## src/rtl/tsp_pkg.sv

```systemverilog
// Shared types, constants and helpers of the travel speed profiler.
package tsp_pkg;

    localparam int DW = 32;
    localparam int FB = 16;
    localparam int CW = $clog2(DW + 2);
    localparam int AW = 5;
    localparam int IW = AW - 2;

    localparam logic [IW-1:0] REG_MAX_SPEED      = IW'(0);
    localparam logic [IW-1:0] REG_MAX_ACCEL      = IW'(1);
    localparam logic [IW-1:0] REG_POSITION_GAIN  = IW'(2);
    localparam logic [IW-1:0] REG_TERMINAL_SPEED = IW'(3);
    localparam logic [IW-1:0] REG_TICK_PERIOD    = IW'(4);

    localparam logic [DW-1:0] T0_LOOKAHEAD = DW'(((64'd1 << FB) + 64'd5) / 64'd10);
    localparam logic [DW-1:0] VAL_MAX      = {1'b0, {(DW-1){1'b1}}};
    localparam logic [DW-1:0] VAL_MIN      = {1'b1, {(DW-1){1'b0}}};

    localparam logic [DW-1:0]   RST_MAX_SPEED  = DW'(64'd1 << FB);
    localparam logic [DW-2:0]   RST_MAX_ACCEL  = (DW-1)'(64'd1 << FB);
    localparam logic [DW-2:0]   RST_GAIN       = (DW-1)'(64'd50 << FB);
    localparam logic [DW-1:0]   RST_TERM_SPEED = '0;
    localparam logic [FB:0]     RST_TICK       = (FB+1)'(((64'd1 << FB) + 64'd500) / 64'd1000);

    localparam logic [CW-1:0] MUL_LAST = CW'(6);

    typedef enum logic [2:0] {
        S_IDLE,
        S_DIV,
        S_MUL,
        S_SQRT,
        S_FIN
    } t_state;

    typedef struct packed {
        logic [DW-1:0] max_speed;
        logic [DW-2:0] max_accel;
        logic [DW-2:0] position_gain;
        logic [DW-1:0] terminal_speed;
        logic [FB:0]   tick_period;
    } t_cfg;

    // Drop fraction bits of a product and saturate to the positive range.
    function automatic logic [DW-2:0] qsat(input logic [2*DW-1:0] p);
        logic [DW-2:0] r;
        if (|p[2*DW-1:DW-1+FB]) begin
            r = '1;
        end else begin
            r = p[DW-2+FB:FB];
        end
        return r;
    endfunction

endpackage

```

## src/rtl/tsp_regs.sv

```systemverilog
// Configuration register file behind the APB-style port.
module tsp_regs (
    input  logic                  i_clk,
    input  logic                  i_rst_n,
    input  logic                  psel,
    input  logic                  penable,
    input  logic                  pwrite,
    input  logic [tsp_pkg::AW-1:0] paddr,
    input  logic [31:0]           pwdata,
    output logic [31:0]           prdata,
    output logic                  pready,
    output tsp_pkg::t_cfg         o_cfg
);
    import tsp_pkg::*;

    t_cfg          r_cfg;
    logic [IW-1:0] idx;
    logic          wr;

    assign idx    = paddr[AW-1:2];
    assign wr     = psel && penable && pwrite;
    assign pready = 1'b1;
    assign o_cfg  = r_cfg;

    always_ff @(posedge i_clk) begin
        if (!i_rst_n) begin
            r_cfg.max_speed      <= RST_MAX_SPEED;
            r_cfg.max_accel      <= RST_MAX_ACCEL;
            r_cfg.position_gain  <= RST_GAIN;
            r_cfg.terminal_speed <= RST_TERM_SPEED;
            r_cfg.tick_period    <= RST_TICK;
        end else if (wr) begin
            case (idx)
                REG_MAX_SPEED:      r_cfg.max_speed      <= pwdata[DW-1:0];
                REG_MAX_ACCEL:      r_cfg.max_accel      <= pwdata[DW-2:0];
                REG_POSITION_GAIN:  r_cfg.position_gain  <= pwdata[DW-2:0];
                REG_TERMINAL_SPEED: r_cfg.terminal_speed <= pwdata[DW-1:0];
                REG_TICK_PERIOD:    r_cfg.tick_period    <= pwdata[FB:0];
                default: ;
            endcase
        end
    end

    always_comb begin
        case (idx)
            REG_MAX_SPEED:      prdata = 32'(r_cfg.max_speed);
            REG_MAX_ACCEL:      prdata = 32'(r_cfg.max_accel);
            REG_POSITION_GAIN:  prdata = 32'(r_cfg.position_gain);
            REG_TERMINAL_SPEED: prdata = 32'(r_cfg.terminal_speed);
            REG_TICK_PERIOD:    prdata = 32'(r_cfg.tick_period);
            default:            prdata = '0;
        endcase
    end

endmodule

```

## config.mk

```make
export PLATFORM = sky130hd
export DESIGN_NAME = tsp_regs
export DESIGN_NICKNAME = d
export VERILOG_FILES = /design/src/rtl/tsp_pkg.sv /design/src/rtl/tsp_regs.sv
export SDC_FILE = /design/constraint.sdc
export NUM_CORES = 1
export LEC_CHECK = 0
export BUFFER_PORTS_ARGS = -buffer_cell sky130_fd_sc_hd__buf_2
export CORE_ASPECT_RATIO = 2
export CORE_MARGIN = 3
export CORE_UTILIZATION = 46
export CTS_CLUSTER_DIAMETER = 50
export DETAILED_ROUTE_END_ITERATION = 8
export PLACE_DENSITY = 0.74
export SLEW_MARGIN = 5
export SYNTH_ARGS = -nofsm -noshare
export SYNTH_HDL_FRONTEND = slang
export SYNTH_SLANG_ARGS = --single-unit
```

## constraint.sdc

```tcl
create_clock -name i_clk -period 1.42 [get_ports i_clk]
set_input_delay 0.284 -clock i_clk [delete_from_list [all_inputs] [get_ports i_clk]]
set_output_delay 0.284 -clock i_clk [all_outputs]
set_load 0.005 [all_outputs]
```

==> results.ini <==
[run_status]
status=complete, but fails checks
violations=negative setup slack

[yosys]
async_reset_ff_share_pct=0
synth_cells=635
synth-edff-count=0
syn_avg_cell_area_sq_um=10.2
synthFlopType=dfxtp_1
syn-num-nets=677
yosysWarningCount=0
yosysSeqAreaShare_pct=44.2
synthDistinctLibCells=29
netlist_area_sq_um=6480
ys_ff_latch=143

[drt]
vias_per_cell=5.38
ant_nets=0
drtIter0Drc=290
vias=6047
drc_errors=0
first_pass_iters=4
wirelength_um=21300
wl_per_cell_um=18.9

[final_layout]
area_growth_syn_to_layout_pct=46.8
fin_area_sq_um=9510
fin_util_pct=70.0
nets=967
nFillCells=994
largest_reg_flops=143
layout-drive-gt1-share_pct=51.6
antenna_cells=0

[worst_hold_path]
min_path_type=primary input to register
hold-path-endpoint=o_cfg[48]
min_from=pwdata[31]
whs_path_depth=3

[critical_path]
path_class=register to output port
critPathMaxStageDelay_ns=0.50
critPathCaptureType=output port
crit_chain=mux4_2 -> nor2b_4 -> buf_2
crit_family=multiplexers
r2r_start=o_cfg[35]
critical-path-slowest-cell=mux4_2
worst_setup_path_start_kind=register
crit_fanout=2
rrSetupSlack_ns=0.60
arrival_ns=1.50
path_buf_inv=1
worstPathRequired_ns=1.14
r2r_end=o_cfg[35]
reg2regPathDepth=4

[global_routing]
grt_pass1_wl_um=32800
gr-total-overflow=0
grt_max_degree=75
grt_pass1_vias=6223
antenna_found_initial=0
grtUsageTotal_pct=26.5

[sta]
setup_slack_ns=-0.369
slew_violations=0
fin_tns_setup_ns=-8.32
skew_ns=0
setup_violations=31
clock.fmax_ghz=0.559
min_period_over_period_pct=126
period_needed_ns=1.79
final-hold-violation-count=0
rsz0062_at_grt=true

[clock_network]
htreeDepth=4
cts_tree=yes
cts_root_buf=clkbuf_16
clock_sinks=143
cts_buffers=17
cts_buffer_depth=2
clkLatencyLatePin_ns=0.40
hold_buffers=0
clk_pin_slew_worst_paths_ns=0.06

[floorplanning]
pin_count=218
rows=60
die_h_um=174
die_w_um=89.9
dieArea_sq_um=15600
core_area_sq_um=13600
start_util_pct=47.7

[place]
hpwl_um=14000
gp_routability_congestion=0.837
io_buffers=214
placed_area_sq_um=8200
pre_cts_ws_ns=-0.374

[power]
power.density_nw_per_um2=985
power_w=0.00937
vdd_drop_max_v=0.000924
p_leak_nw=4.14

[flow_run]
drv_cap=0

-- kinds of logic (layout without fill, tap and decap cells) --
group | after synthesis | after routing | synth area share (%)
and+or+nand+nor | 210 | 210 | 14.4
muxes | 174 | 174 | 30.3
buffers and inverters | 55 | 358 | 5.46
AOI/OAI and AO/OA | 52 | 52 | 5.60
DFF | 143 | 143 | 44.2
other | 1 | 1 | 0.0579
-- how the worst max path moves through the flow --
stage / cells past startpoint / slack, ns / from / to
2_1_floorplan: 4 / -0.04 / paddr[3] / prdata[21]
3_3_place_gp: 6 / -0.35 / paddr[2] / prdata[4]
3_5_place_dp: 6 / -0.37 / paddr[2] / prdata[4]
4_1_cts: 3 / -0.36 / o_cfg[37] / prdata[20]
5_1_grt: 3 / -0.41 / o_cfg[35] / prdata[18]
6_report: 3 / -0.37 / o_cfg[35] / prdata[18]
-- tightest hold or removal path: stages --
cell	delay [ns]
buf_2	0.10
nand2_1	0.07
mux2i_1	0.06
-- layout make-up --
type | instances | area [sq um] | share of cell area (%)
multi-input cells | 437 | 3480 | 36.6
flip-flops and latches | 143 | 2940 | 30.9
repair buffers | 325 | 2260 | 23.8
clock buffers | 20 | 447 | 4.70
well taps | 186 | 233 | 2.45
clock inverters | 12 | 155 | 1.63
inverters | 1 | 3.75 | 0.0395
-- what timing repair did --
action / CTS / global route
gates resized for setup: 92 / 22
setup endpoints to repair: 32 / 32
pin swaps: 22 / 10
buffers inserted: 37 / 3
cloned: 4 / 0
-- cells in the mapped netlist (all sizes together) (2+ instances only) --
| cell type | count | area, sq um |
|---|---|---|
| mux2i | 143 | 1430 |
| a22oi | 32 | 240 |
| clkbuf | 18 | 67.6 |
| nor3 | 3 | 31.3 |
| mux4 | 14 | 342 |
| nand2 | 170 | 638 |
| o22ai | 17 | 106 |
| nor2b | 29 | 181 |
| buf | 36 | 283 |
| nor2 | 2 | 12.5 |
| a21oi | 2 | 10.0 |
| mux2 | 17 | 191 |
| dfxtp | 143 | 2860 |
-- through the flow --
step / hold WS, ns / std cells
finish: 0.140 / 1124
global route: 0.134 / 1124
CTS: 0.126 / 1121
detailed placement: 0.456 / 1049
global placement: 0.451 / 1049
floorplan: 0.448 / 635
-- metal layers --
| layer | vias to the layer above | routed length (um) | GRT usage, % |
|---|---|---|---|
| li1 | 2796 | - | - |
| met1 | 2956 | 7670 | 27.0 |
| met2 | 216 | 11700 | 49.2 |
| met4 | 0 | 1100 | 16.8 |
| met5 | - | 0 | 0 |
| met3 | 79 | 824 | 4.74 |
-- layout by cell type (no fill, tap or decap), drive strengths merged --
master and n:
a21oi 2, a22oi 32, a31oi 1, and3 1, and3b 1, buf 322
bufbuf 3, bufinv 3, clkbuf 20, clkinv 3, clkinvlp 2, conb 1
dfxtp 143, inv 5, mux2 17, mux2i 143, mux4 14, nand2 170
nand3 1, nand4 1, nand4b 1, nor2 2, nor2b 29, nor3 3
nor3b 1, o22ai 17
-- report_power, final --
group          leakage, nW  internal (W)  total, W  switching (W)
clock                0.292       0.00282   0.00455        0.00173
sequential            1.18       0.00404   0.00407      0.0000228
combinational         2.66      0.000344  0.000753       0.000409
Note: power is estimated with default switching activity, not from simulation.
